`src/sv/crb_pkg.sv`:
```
package crb_pkg;

  localparam int WORD_BITS = 32;
  localparam int TOL_BITS  = 31;
  localparam int ITER_BITS = $clog2(WORD_BITS + 1);
  localparam int PC_BITS   = 3;

  localparam logic [TOL_BITS-1:0] TOL_RESET = TOL_BITS'(655);

  // Result status codes
  localparam logic [1:0] ST_WIDTH = 2'd0;
  localparam logic [1:0] ST_ZERO  = 2'd1;
  localparam logic [1:0] ST_BAD   = 2'd2;

  typedef struct packed {
    logic signed [WORD_BITS-1:0] left_end;
    logic signed [WORD_BITS-1:0] right_end;
  } crb_in_t;

  typedef struct packed {
    logic signed [WORD_BITS-1:0] root;
    logic [1:0]                  status;
  } crb_out_t;

  // Jump conditions of the microprogram
  typedef enum logic [2:0] {
    COND_NEXT,
    COND_ALWAYS,
    COND_NO_INPUT,
    COND_BAD,
    COND_STOP,
    COND_NONZERO,
    COND_OUT_BUSY
  } cond_e;

  typedef struct packed {
    cond_e              cond;
    logic [PC_BITS-1:0] target;
    logic               take;
    logic               load_mid;
    logic               update;
    logic               set_zero;
    logic               set_bad;
    logic               emit;
  } ctl_t;

  typedef struct packed {
    logic bad;
    logic stop;
    logic nonzero;
    logic out_busy;
  } flags_t;

  // Program steps
  localparam logic [PC_BITS-1:0] STEP_IDLE  = 3'd0;
  localparam logic [PC_BITS-1:0] STEP_CHECK = 3'd1;
  localparam logic [PC_BITS-1:0] STEP_TEST  = 3'd2;
  localparam logic [PC_BITS-1:0] STEP_MID   = 3'd3;
  localparam logic [PC_BITS-1:0] STEP_UPD   = 3'd4;
  localparam logic [PC_BITS-1:0] STEP_ZERO  = 3'd5;
  localparam logic [PC_BITS-1:0] STEP_BAD   = 3'd6;
  localparam logic [PC_BITS-1:0] STEP_EMIT  = 3'd7;

  // Control store: one control word per step; falling through the last
  // step wraps to the idle step.
  function automatic ctl_t crb_ucode(logic [PC_BITS-1:0] pc);
    ctl_t w;
    w = '{cond: COND_NEXT, target: STEP_IDLE, default: 1'b0};
    unique case (pc)
      STEP_IDLE: begin
        w.cond   = COND_NO_INPUT;
        w.target = STEP_IDLE;
        w.take   = 1'b1;
      end
      STEP_CHECK: begin
        w.cond   = COND_BAD;
        w.target = STEP_BAD;
      end
      STEP_TEST: begin
        w.cond   = COND_STOP;
        w.target = STEP_EMIT;
      end
      STEP_MID: begin
        w.load_mid = 1'b1;
      end
      STEP_UPD: begin
        w.cond   = COND_NONZERO;
        w.target = STEP_TEST;
        w.update = 1'b1;
      end
      STEP_ZERO: begin
        w.cond     = COND_ALWAYS;
        w.target   = STEP_EMIT;
        w.set_zero = 1'b1;
      end
      STEP_BAD: begin
        w.set_bad = 1'b1;
      end
      STEP_EMIT: begin
        w.cond   = COND_OUT_BUSY;
        w.target = STEP_EMIT;
        w.emit   = 1'b1;
      end
      default: begin
        w.cond = COND_NEXT;
      end
    endcase
    return w;
  endfunction

endpackage

```
`src/sv/crb_seq.sv`:
```
module crb_seq (
  input  logic          clk_i,
  input  logic          rst_ni,
  input  logic          in_valid_i,
  input  crb_pkg::flags_t flags_i,
  output crb_pkg::ctl_t ctl_o
);
  import crb_pkg::*;

  logic [PC_BITS-1:0] pc_q, pc_d;
  ctl_t               ctl;
  logic               jump;

  assign ctl   = crb_ucode(pc_q);
  assign ctl_o = ctl;

  always_comb begin
    unique case (ctl.cond)
      COND_NEXT:     jump = 1'b0;
      COND_ALWAYS:   jump = 1'b1;
      COND_NO_INPUT: jump = !in_valid_i;
      COND_BAD:      jump = flags_i.bad;
      COND_STOP:     jump = flags_i.stop;
      COND_NONZERO:  jump = flags_i.nonzero;
      COND_OUT_BUSY: jump = flags_i.out_busy;
      default:       jump = 1'b0;
    endcase
    pc_d = jump ? ctl.target : pc_q + 1'b1;
  end

  always_ff @(posedge clk_i or negedge rst_ni) begin
    if (!rst_ni) begin
      pc_q <= STEP_IDLE;
    end else begin
      pc_q <= pc_d;
    end
  end

endmodule

```
`src/sv/crb_dp.sv`:
```
module crb_dp #(
  parameter int FRAC_BITS = 16
) (
  input  logic                           clk_i,
  input  logic                           rst_ni,
  input  crb_pkg::ctl_t                  ctl_i,
  input  crb_pkg::crb_in_t               in_word_i,
  input  logic [crb_pkg::TOL_BITS-1:0]   tol_i,
  input  logic                           out_stall_i,
  output logic                           out_valid_o,
  output crb_pkg::crb_out_t              out_word_o,
  output crb_pkg::flags_t                flags_o
);
  import crb_pkg::*;

  // -1.0 is the only real root of the cubic, and f changes sign there
  localparam logic signed [WORD_BITS-1:0] NegOne = -(WORD_BITS'(1) << FRAC_BITS);

  logic signed [WORD_BITS-1:0] a_q, b_q, c_q;
  logic [ITER_BITS-1:0]        iter_q;
  logic [1:0]                  status_q;
  logic                        out_valid_q;
  crb_out_t                    out_q;

  logic signed [WORD_BITS:0]   sum, width, tol_ext;
  logic a_pos, a_zero, b_pos, b_zero, c_pos, go, out_busy;

  assign a_pos  = a_q > NegOne;
  assign a_zero = a_q == NegOne;
  assign b_pos  = b_q > NegOne;
  assign b_zero = b_q == NegOne;
  assign c_pos  = c_q > NegOne;

  assign sum     = $signed({a_q[WORD_BITS-1], a_q}) + $signed({b_q[WORD_BITS-1], b_q});
  assign width   = $signed({b_q[WORD_BITS-1], b_q}) - $signed({a_q[WORD_BITS-1], a_q});
  assign tol_ext = $signed({{(WORD_BITS + 1 - TOL_BITS){1'b0}}, tol_i});
  assign go      = (width >= tol_ext) && (iter_q < ITER_BITS'(WORD_BITS));

  assign out_busy = out_valid_q && out_stall_i;

  assign flags_o.bad      = a_zero || b_zero || (a_pos == b_pos);
  assign flags_o.stop     = !go;
  assign flags_o.nonzero  = c_q != NegOne;
  assign flags_o.out_busy = out_busy;

  assign out_valid_o = out_valid_q;
  assign out_word_o  = out_q;

  always_ff @(posedge clk_i) begin
    if (ctl_i.take) begin
      a_q      <= in_word_i.left_end;
      b_q      <= in_word_i.right_end;
      c_q      <= in_word_i.left_end;
      iter_q   <= '0;
      status_q <= ST_WIDTH;
    end
    if (ctl_i.load_mid) begin
      c_q    <= sum[WORD_BITS:1];
      iter_q <= iter_q + 1'b1;
    end
    // replace the end whose sign matches the midpoint
    if (ctl_i.update) begin
      if (c_pos != a_pos) begin
        b_q <= c_q;
      end else begin
        a_q <= c_q;
      end
    end
    if (ctl_i.set_zero) begin
      status_q <= ST_ZERO;
    end
    if (ctl_i.set_bad) begin
      status_q <= ST_BAD;
      c_q      <= '0;
    end
    if (ctl_i.emit && !out_busy) begin
      out_q.root   <= c_q;
      out_q.status <= status_q;
    end
  end

  always_ff @(posedge clk_i or negedge rst_ni) begin
    if (!rst_ni) begin
      out_valid_q <= 1'b0;
    end else if (ctl_i.emit && !out_busy) begin
      out_valid_q <= 1'b1;
    end else if (!out_stall_i) begin
      out_valid_q <= 1'b0;
    end
  end

endmodule

```
`src/sv/cubic_root_bisection.sv`:
```
// Bisection root finder for f(x) = x^3 - x^2 + 2 on signed Q16.16 words.
//
// Input channel (in_valid_i / in_stall_o / in_word_i): one word carries an
// interval (left_end, right_end). A word is taken at a clock edge with
// in_valid_i high and in_stall_o low. Output channel (out_valid_o /
// out_stall_i / out_word_o): one word per input with the root and status
// (0 stopped by width or halving limit, 1 exact zero at -1.0, 2 ends not bracketing).
// cfg_we_i writes cfg_wdata_i into the tolerance register; write it only
// while the block is idle.
//
// A small microprogram (eight steps, one control word each) sequences a
// datapath holding the interval ends and the midpoint. Each halving takes
// three steps (test width, form midpoint, update an end), with at most 32
// halvings per word; a bad bracket goes through the bad step straight to
// the emit step, and a midpoint at exactly -1.0 ends the halvings early.
// One item is in work at a time; the output register holds a finished word
// while the next item is accepted and processed, and the sequencer waits
// at its emit step only if that register is still stalled.
// Reset clears the sequencer, drops out_valid_o and sets tolerance 655 (~0.01).
module cubic_root_bisection #(
  parameter int FRAC_BITS = 16
) (
  input  logic                          clk_i,
  input  logic                          rst_ni,
  input  logic                          in_valid_i,
  output logic                          in_stall_o,
  input  crb_pkg::crb_in_t              in_word_i,
  output logic                          out_valid_o,
  input  logic                          out_stall_i,
  output crb_pkg::crb_out_t             out_word_o,
  input  logic                          cfg_we_i,
  input  logic [crb_pkg::TOL_BITS-1:0]  cfg_wdata_i
);
  import crb_pkg::*;

  localparam logic signed [WORD_BITS-1:0] NegOne = -(WORD_BITS'(1) << FRAC_BITS);

  logic [TOL_BITS-1:0] tol_q;
  ctl_t                ctl;
  flags_t              flags;

  // Tolerance register: hold until written
  always_ff @(posedge clk_i or negedge rst_ni) begin
    if (!rst_ni) begin
      tol_q <= TOL_RESET;
    end else if (cfg_we_i) begin
      tol_q <= cfg_wdata_i;
    end
  end

  // Step counter and control store
  crb_seq u_seq (
    .clk_i      (clk_i),
    .rst_ni     (rst_ni),
    .in_valid_i (in_valid_i),
    .flags_i    (flags),
    .ctl_o      (ctl)
  );

  // Interval registers, midpoint, sign tests and output register
  crb_dp #(
    .FRAC_BITS (FRAC_BITS)
  ) u_dp (
    .clk_i       (clk_i),
    .rst_ni      (rst_ni),
    .ctl_i       (ctl),
    .in_word_i   (in_word_i),
    .tol_i       (tol_q),
    .out_stall_i (out_stall_i),
    .out_valid_o (out_valid_o),
    .out_word_o  (out_word_o),
    .flags_o     (flags)
  );

  // Accept only at the idle step
  assign in_stall_o = !ctl.take;

  // A bad bracket always reports a zero root
  assert property (@(posedge clk_i) disable iff (!rst_ni)
    out_valid_o && (out_word_o.status == ST_BAD) |-> out_word_o.root == '0)
    else $error("bad bracket with nonzero root");

  // An exact zero can only be the point -1.0
  assert property (@(posedge clk_i) disable iff (!rst_ni)
    out_valid_o && (out_word_o.status == ST_ZERO) |-> out_word_o.root == NegOne)
    else $error("exact zero reported away from -1.0");

  // After taking a word the block is busy on it
  assert property (@(posedge clk_i) disable iff (!rst_ni)
    in_valid_i && !in_stall_o |=> in_stall_o)
    else $error("second word taken while one is in work");

  // A new result only enters a free or draining output register
  assert property (@(posedge clk_i) disable iff (!rst_ni)
    ctl.emit && !flags.out_busy |=> out_valid_o)
    else $error("emitted result lost");

endmodule
```
`config.mk`:
```
export PLATFORM = sky130hd
export DESIGN_NAME = cubic_root_bisection
export DESIGN_NICKNAME = d
export VERILOG_FILES = /design/src/sv/crb_pkg.sv /design/src/sv/crb_seq.sv /design/src/sv/crb_dp.sv /design/src/sv/cubic_root_bisection.sv
export SDC_FILE = /design/constraint.sdc
export NUM_CORES = 1
export LEC_CHECK = 0
export ABC_AREA = 1
export BUFFER_PORTS_ARGS = -buffer_cell sky130_fd_sc_hd__buf_4
export CORE_ASPECT_RATIO = 1.25
export CORE_MARGIN = 4
export CORE_UTILIZATION = 61
export DETAILED_ROUTE_END_ITERATION = 6
export PLACE_DENSITY = 0.83
export SETUP_SLACK_MARGIN = 0.4
export SYNTH_ARGS = -nofsm -noshare
export SYNTH_HDL_FRONTEND = slang
export SYNTH_SLANG_ARGS = --single-unit
```
`constraint.sdc`:
```
create_clock -name clk_i -period 6.45 [get_ports clk_i]
set_clock_uncertainty 0.15 [all_clocks]
set_input_delay 1.29 -clock clk_i [delete_from_list [all_inputs] [get_ports clk_i]]
set_output_delay 1.29 -clock clk_i [all_outputs]
set_load 0.1 [all_outputs]
```
---- After elaboration in Yosys (flattened, before gate mapping) ----
Cells that the tools add are included.
word-level totals
  logic and storage cells ................. 73
  flip-flop bits (word level) ............. 173
  output and inout port bits .............. 36
  input port bits ......................... 100
operators by class
  reductions and logical operators ........ 12
  magnitude comparators ................... 5
  equality and inequality tests ........... 19
  add/subtract/negate cells ............... 4
  mux-type cells .......................... 23
operator list
  operator                                               count
  two-way mux 32 bit                                     8
  > comparator 32 x 17 -> 1 bit (second input constant)  3
  == test 32 x 17 -> 1 bit (second input constant)       2
  case mux 6 bit (6 select lines)                        1
  adder 32 x 32 -> 33 bit                                1
  >= comparator 33 x 32 -> 1 bit                         1
  subtractor 32 x 32 -> 33 bit                           1
  != test 32 x 17 -> 1 bit (second input constant)       1
  == test 3 bit (second input constant)                  7
  == test 3 x 2 -> 1 bit (second input constant)         4
  two-way mux 6 bit                                      2
  two-way mux 1 bit                                      8
  adder 6 x 1 -> 6 bit (second input constant)           1
  == test 3 x 1 -> 1 bit (second input constant)         2
  less-than comparator 6 bit (second input constant)     1
  case mux 1 bit (6 select lines)                        1
  logical NOT 1 bit                                      4
  two-way mux 2 bit                                      2
  nonzero test 2 bit                                     2
  adder 3 x 1 -> 3 bit (second input constant)           1
  logical AND 1 bit                                      3
  logical NOT 3 bit                                      1
  two-way mux 3 bit                                      1
  logical OR 1 bit                                       2
  3 further kinds                                        3

---- Longest topological paths before layout ----
  depth in word-level cells ............... 6
  mapped depth ............................ 32
  gate-level depth less buffers ........... 32

---- Hierarchy ----
From an unflattened synthesis, not the netlist that was laid out.
second synthesis, totals
  cells, all modules ...................... 1904
  area, all modules ....................... 13016.2 µm²
modules (own cells, without submodules)
  module                instances  area an instance (µm²)  cells an instance  sequential area each (µm²)
  crb_dp                1          11398.4                 1704               3188.1
  cubic_root_bisection  1          1169.9                  132                783.3
  crb_seq               1          447.9                   68                 75.1

---- Worst setup path after synthesis ----
Ideal clock, no wire load.
  path type ............................... flip-flop to flip-flop
  start point ............................. register u_dp.b_q[0]
  end point ............................... register u_seq.pc_q[0]
  period minus slack after synthesis ...... 3.584 ns
  stages on the path, launching flop included .. 28
  data required time ...................... 6.183 ns
  path slack .............................. 2.866 ns
  arrival time ............................ 3.317 ns
  library setup time ...................... 0.117 ns
  path buffers ............................ 0
  cells stage by stage .................... dfxtp_1 -> inv_1 -> ha_1 -> fa_1 -> o21ai_1 -> nand2_1 -> nand2_1 -> a31oi_1 -> o21ai_0 -> a31oi_1 -> xor2_1 -> ha_1 -> nand2_1 -> nor2_1 -> and2_1 -> nand2_1 -> nand3_1 -> nand2_1 -> nand2_1 -> nand2_1 -> nand2_1 -> nand2_1 -> nand3_1 -> nand2_1 -> nand2_1 -> nand2_1 -> nand2_1 -> nand2_1
on the way
  cells in the longest elaborated chain, start to end .. 6
  elaborated cells between the ends (all ways) .. 11
  those cells by class .................... add/sub (1); order compare (2); eq/ne (2); mux (2); reduce/logical (4)
RTL lines
  element                            RTL line       RTL
  from (decl)                        crb_dp.sv:19   logic signed [WORD_BITS-1:0] a_q, b_q, c_q;
  from (signal assigned)             crb_dp.sv:52   b_q <= in_word_i.right_end;
  from (signal assigned)             crb_dp.sv:64   b_q <= c_q;
  subtractor 32 x 32 -> 33 bit       crb_dp.sv:35   assign width = $signed({b_q[WORD_BITS-1], b_q}) - $signed({a_q[WORD_BITS-1], a_q});
  >= comparator 33 x 32 -> 1 bit     crb_dp.sv:37   assign go = (width >= tol_ext) && (iter_q < ITER_BITS'(WORD_BITS));
  logical AND 1 bit                  crb_dp.sv:37
  logical NOT 1 bit                  crb_dp.sv:42   assign flags_o.stop = !go;
  case mux 1 bit (6 select lines) *  crb_seq.sv:18  unique case (ctl.cond)
  two-way mux 3 bit *                crb_seq.sv:28  pc_d = jump ? ctl.target : pc_q + 1'b1;
  net u_seq.pc_d[0]                  crb_seq.sv:10  logic [PC_BITS-1:0] pc_q, pc_d;
  to (signal assigned)               crb_seq.sv:35  pc_q <= pc_d;
  to (decl)                          crb_seq.sv:10
The timed path passes the listed nets; every way through them passes the cells marked *.
A chain may end at the register's enable or synchronous reset.

---- Worst setup path after layout ----
  start point ............................. register u_dp.b_q[0]
  end point ............................... register u_seq.pc_q[1]
Same word-level chain as after synthesis.

==> results.md <==
## CTS
* 173 — CTS Sinks
* 0.44 ns — clock latency reported for the late side of the worst-skew pair
* 4 — H-tree levels
* 17 — number of buffers added by the clock tree synthesis step
* 0 — CTS resizes
* 2 — clock buffer depth
* 0 — hold-fix buffers at CTS
* built — clock tree from TritonCTS
* 0 — number of buffers inserted by post-CTS setup repair
* clkbuf_16 — Clk Tree Root Cell
* 0.08 ns — Clk pin slew, worst setup/hold paths

## Logic synthesis
* 49 — Netlist cell types
* 7.08 µm² — post-synthesis area per instance
* 1897 — net count after synthesis
* nand2_1 — most frequent cell after synthesis
* 40 — count of flip-flops with a built-in enable after synthesis
* 0 — number of warnings reported in the yosys synthesis log
* 0.164 — fraction of synthesized cell area taken by the top area cell type
* dfxtp_1 — cell type contributing the most total cell area after synthesis
* dfxtp_1, nand2_1, ha_1 — cell types occupying the most area after synthesis
* 1693 — cell count after synthesis
* nand2_1, inv_1, o21ai_0 — top post-synthesis cells by count
* 0.202 — asr flop ratio synth
* 0.337 — portion of the post-synthesis area used by sequential elements
* dfxtp_1 — prevailing post-synth register cell
* 173 — number of flip-flops and latches in the synthesized netlist
* 12000 µm² — area of the mapped netlist

## Floorplan
* 22000 µm² — Die ar.
* 136 — IO Count
* 57 — number of cell rows
* 19400 µm² — Placeable Area
* 133 µm — Die Width
* 165 µm — die boundary height
* 0.618 — Initial Utilization

## GRT
* 11400 — via count of the first global-routing pass
* 0.339 — Total GRT Usage
* 1 — number of antenna violations at the first check in global routing
* 0 — Congestion Overflow GR
* 107 — largest net degree at the start of global routing
* 58700 µm — global-route wire length before repair

## Cells and area
* 0 — antenna cells
* 1993 — number of nets in the layout
* 14.1% — area grow syn2layout
* 0.129 — share of cells above drive strength 1
* 0.705 — fraction of the core area covered by cells at the end of the flow

## Detailed routing
* 15600 µm — sum of routed wire segments on met1
* 18.1 µm — routed length per placed instance
* 37400 µm — sum of routed wire length over all layers
* 5 — number of iterations in the first detailed-routing pass
* 11900 — via count
* 0 — DRC Markers
* 17200 µm — routed wire length on met2
* met4 — topmost layer with routed signal wires
* 0 — antenna violation net count after detailed routing
* 3360 µm — Met3 Wirelength
* 5.78 — Via density
* 1366 — first-iteration detailed-routing DRC count

## Worst setup path
* 4 — Worst Path Max Fanout
* flip-flop — sort of element at the start of the critical path
* nand2_1 — most used cell along the critical path
* 4.53 ns — data arrival at the endpoint of the critical path
* 27 — depth of the worst register-to-register path
* u_dp.b_q[0] — worst flop-to-flop path startpoint
* fa_1 — critical path's slowest cell
* flip-flop — Critical Path End Type
* 6.63 ns — required time of the worst setup path
* flip-flop to flip-flop — Crit Path Class
* u_seq.pc_q[1] — reg-to-reg critical path endpoint
* 0.42 ns — Crit path largest cell delay
* 2.09 ns — minimum setup slack among reg-to-reg paths

## Timing
* 230 MHz — maximum clock frequency
* 0 — Max Transition Viols Final
* false — RSZ-0062 raised after global routing
* 0.217 — Worst slew margin
* 0.675 — period utilization
* 0 — Final Hold Fails
* 0 — Final setup violation count
* 4.36 ns — post-layout min period
* 0 ns — accumulated negative setup slack
* 1.17 ns — transition time at the pin with the least slew margin

## Placement
* 135 — count of input and output buffers
* 29100 µm — Final HPWL DP
* 0.956 — final weighted congestion of routability-driven global placement

## Worst hold path
* u_dp.out_word_o[0] — Worst Hold Path EP
* u_dp.status_q[0] — hold path startpoint
* 0 — Worst Hold Depth
* flip-flop to flip-flop — worst hold-check path type

## Run
* 0 — max-capacitance violation count

## Run status
* completed — outcome

==> cell type report <==
cell class | count | area [µm²]
Clock inverter | 14 | 168
Timing Repair Buffer | 141 | 1060
Inverter | 291 | 1090
Clock buffer | 18 | 429
Fill cell | 1661 | 5720
Multi-Input combinational cell | 1165 | 6550
Sequential cell | 173 | 4050
Tap cell | 265 | 332
==> stage by stage <==
step           setup slack, ns  cells  hold slack, ns  instance area, µm²
2_1_floorplan             2.87   1693           0.259               12000
3_3_place_gp              2.23   2035           0.273               13100
3_5_place_dp              2.12   2035           0.273               13100
4_1_cts                   2.12   2067           0.296               13700
5_1_grt                   1.67   2067           0.306               13700
6_report                  2.09   2067           0.294               13700
==> flip-flops by register name, summed over array words and instances (netlist names) <==
register / count
u_dp.iter_q: 6
u_dp.c_q: 32
u_dp.out_valid_o: 1
u_dp.out_word_o: 34
u_seq.pc_q: 3
u_dp.status_q: 2
tol_q: 31
u_dp.a_q: 32
u_dp.b_q: 32
==> cells in the final DEF, fill, tap and decap left out, drive strengths merged, types with 5 or more instances in the layout <==
cell type  count
a21boi         5
a21o           7
a21oi        127
a31oi         16
buf          141
clkbuf        18
clkinv         7
dfrtp         29
dfstp          6
dfxtp         98
edfxtp        40
ha           102
inv          298
nand2        381
nand3         84
nand4         27
nor2          95
nor3          22
nor4          17
o21ai        193
o21bai         7
o22ai         17
or2            6
xor2          34
==> metal layers <==
metal	vias up	global-route usage
met1	5516	0.461
li1	5723	-
met4	0	0.129
met3	83	0.0512
met2	620	0.550
met5	-	0
==> worst max-delay path: cells and delay by family (launching register included) <==
family / cells / cell delay, ns
AOI/OAI and AO/OA: 3 / 0.64
buffers and inverters: 2 / 0.14
and+or+nand+nor: 18 / 1.90
adders and majority gates: 3 / 0.98
xor gates and xnor gates: 1 / 0.10
DFF: 1 / 0.33
==> worst max-delay path by stage <==
stage,startpoint,to,slack [ns],cells after the start
final,u_dp.b_q[0],u_seq.pc_q[1],2.09,27
after global routing,u_dp.b_q[0],u_seq.pc_q[0],1.67,27
after CTS,u_dp.b_q[0],u_seq.pc_q[0],2.12,27
after detailed placement,u_dp.b_q[0],u_seq.pc_q[2],2.12,27
after global placement,u_dp.b_q[0],u_seq.pc_q[2],2.23,27
after floorplan,u_dp.b_q[0],u_seq.pc_q[0],2.87,27
==> cells by family (layout without fill, tap and decap cells) <==
family,Yosys count,count (layout),synth area share
xor+xnor,37,37,0.0270
simple gates,635,635,0.224
buf+inv,355,464,0.117
compound gates,388,388,0.184
fa+ha+maj,104,104,0.110
mux,1,1,0.000939
flops,173,173,0.337
Power is left out: the tool's default activity adds up to more than one toggle a clock period on the data nets, which glitch-free logic cannot reach.
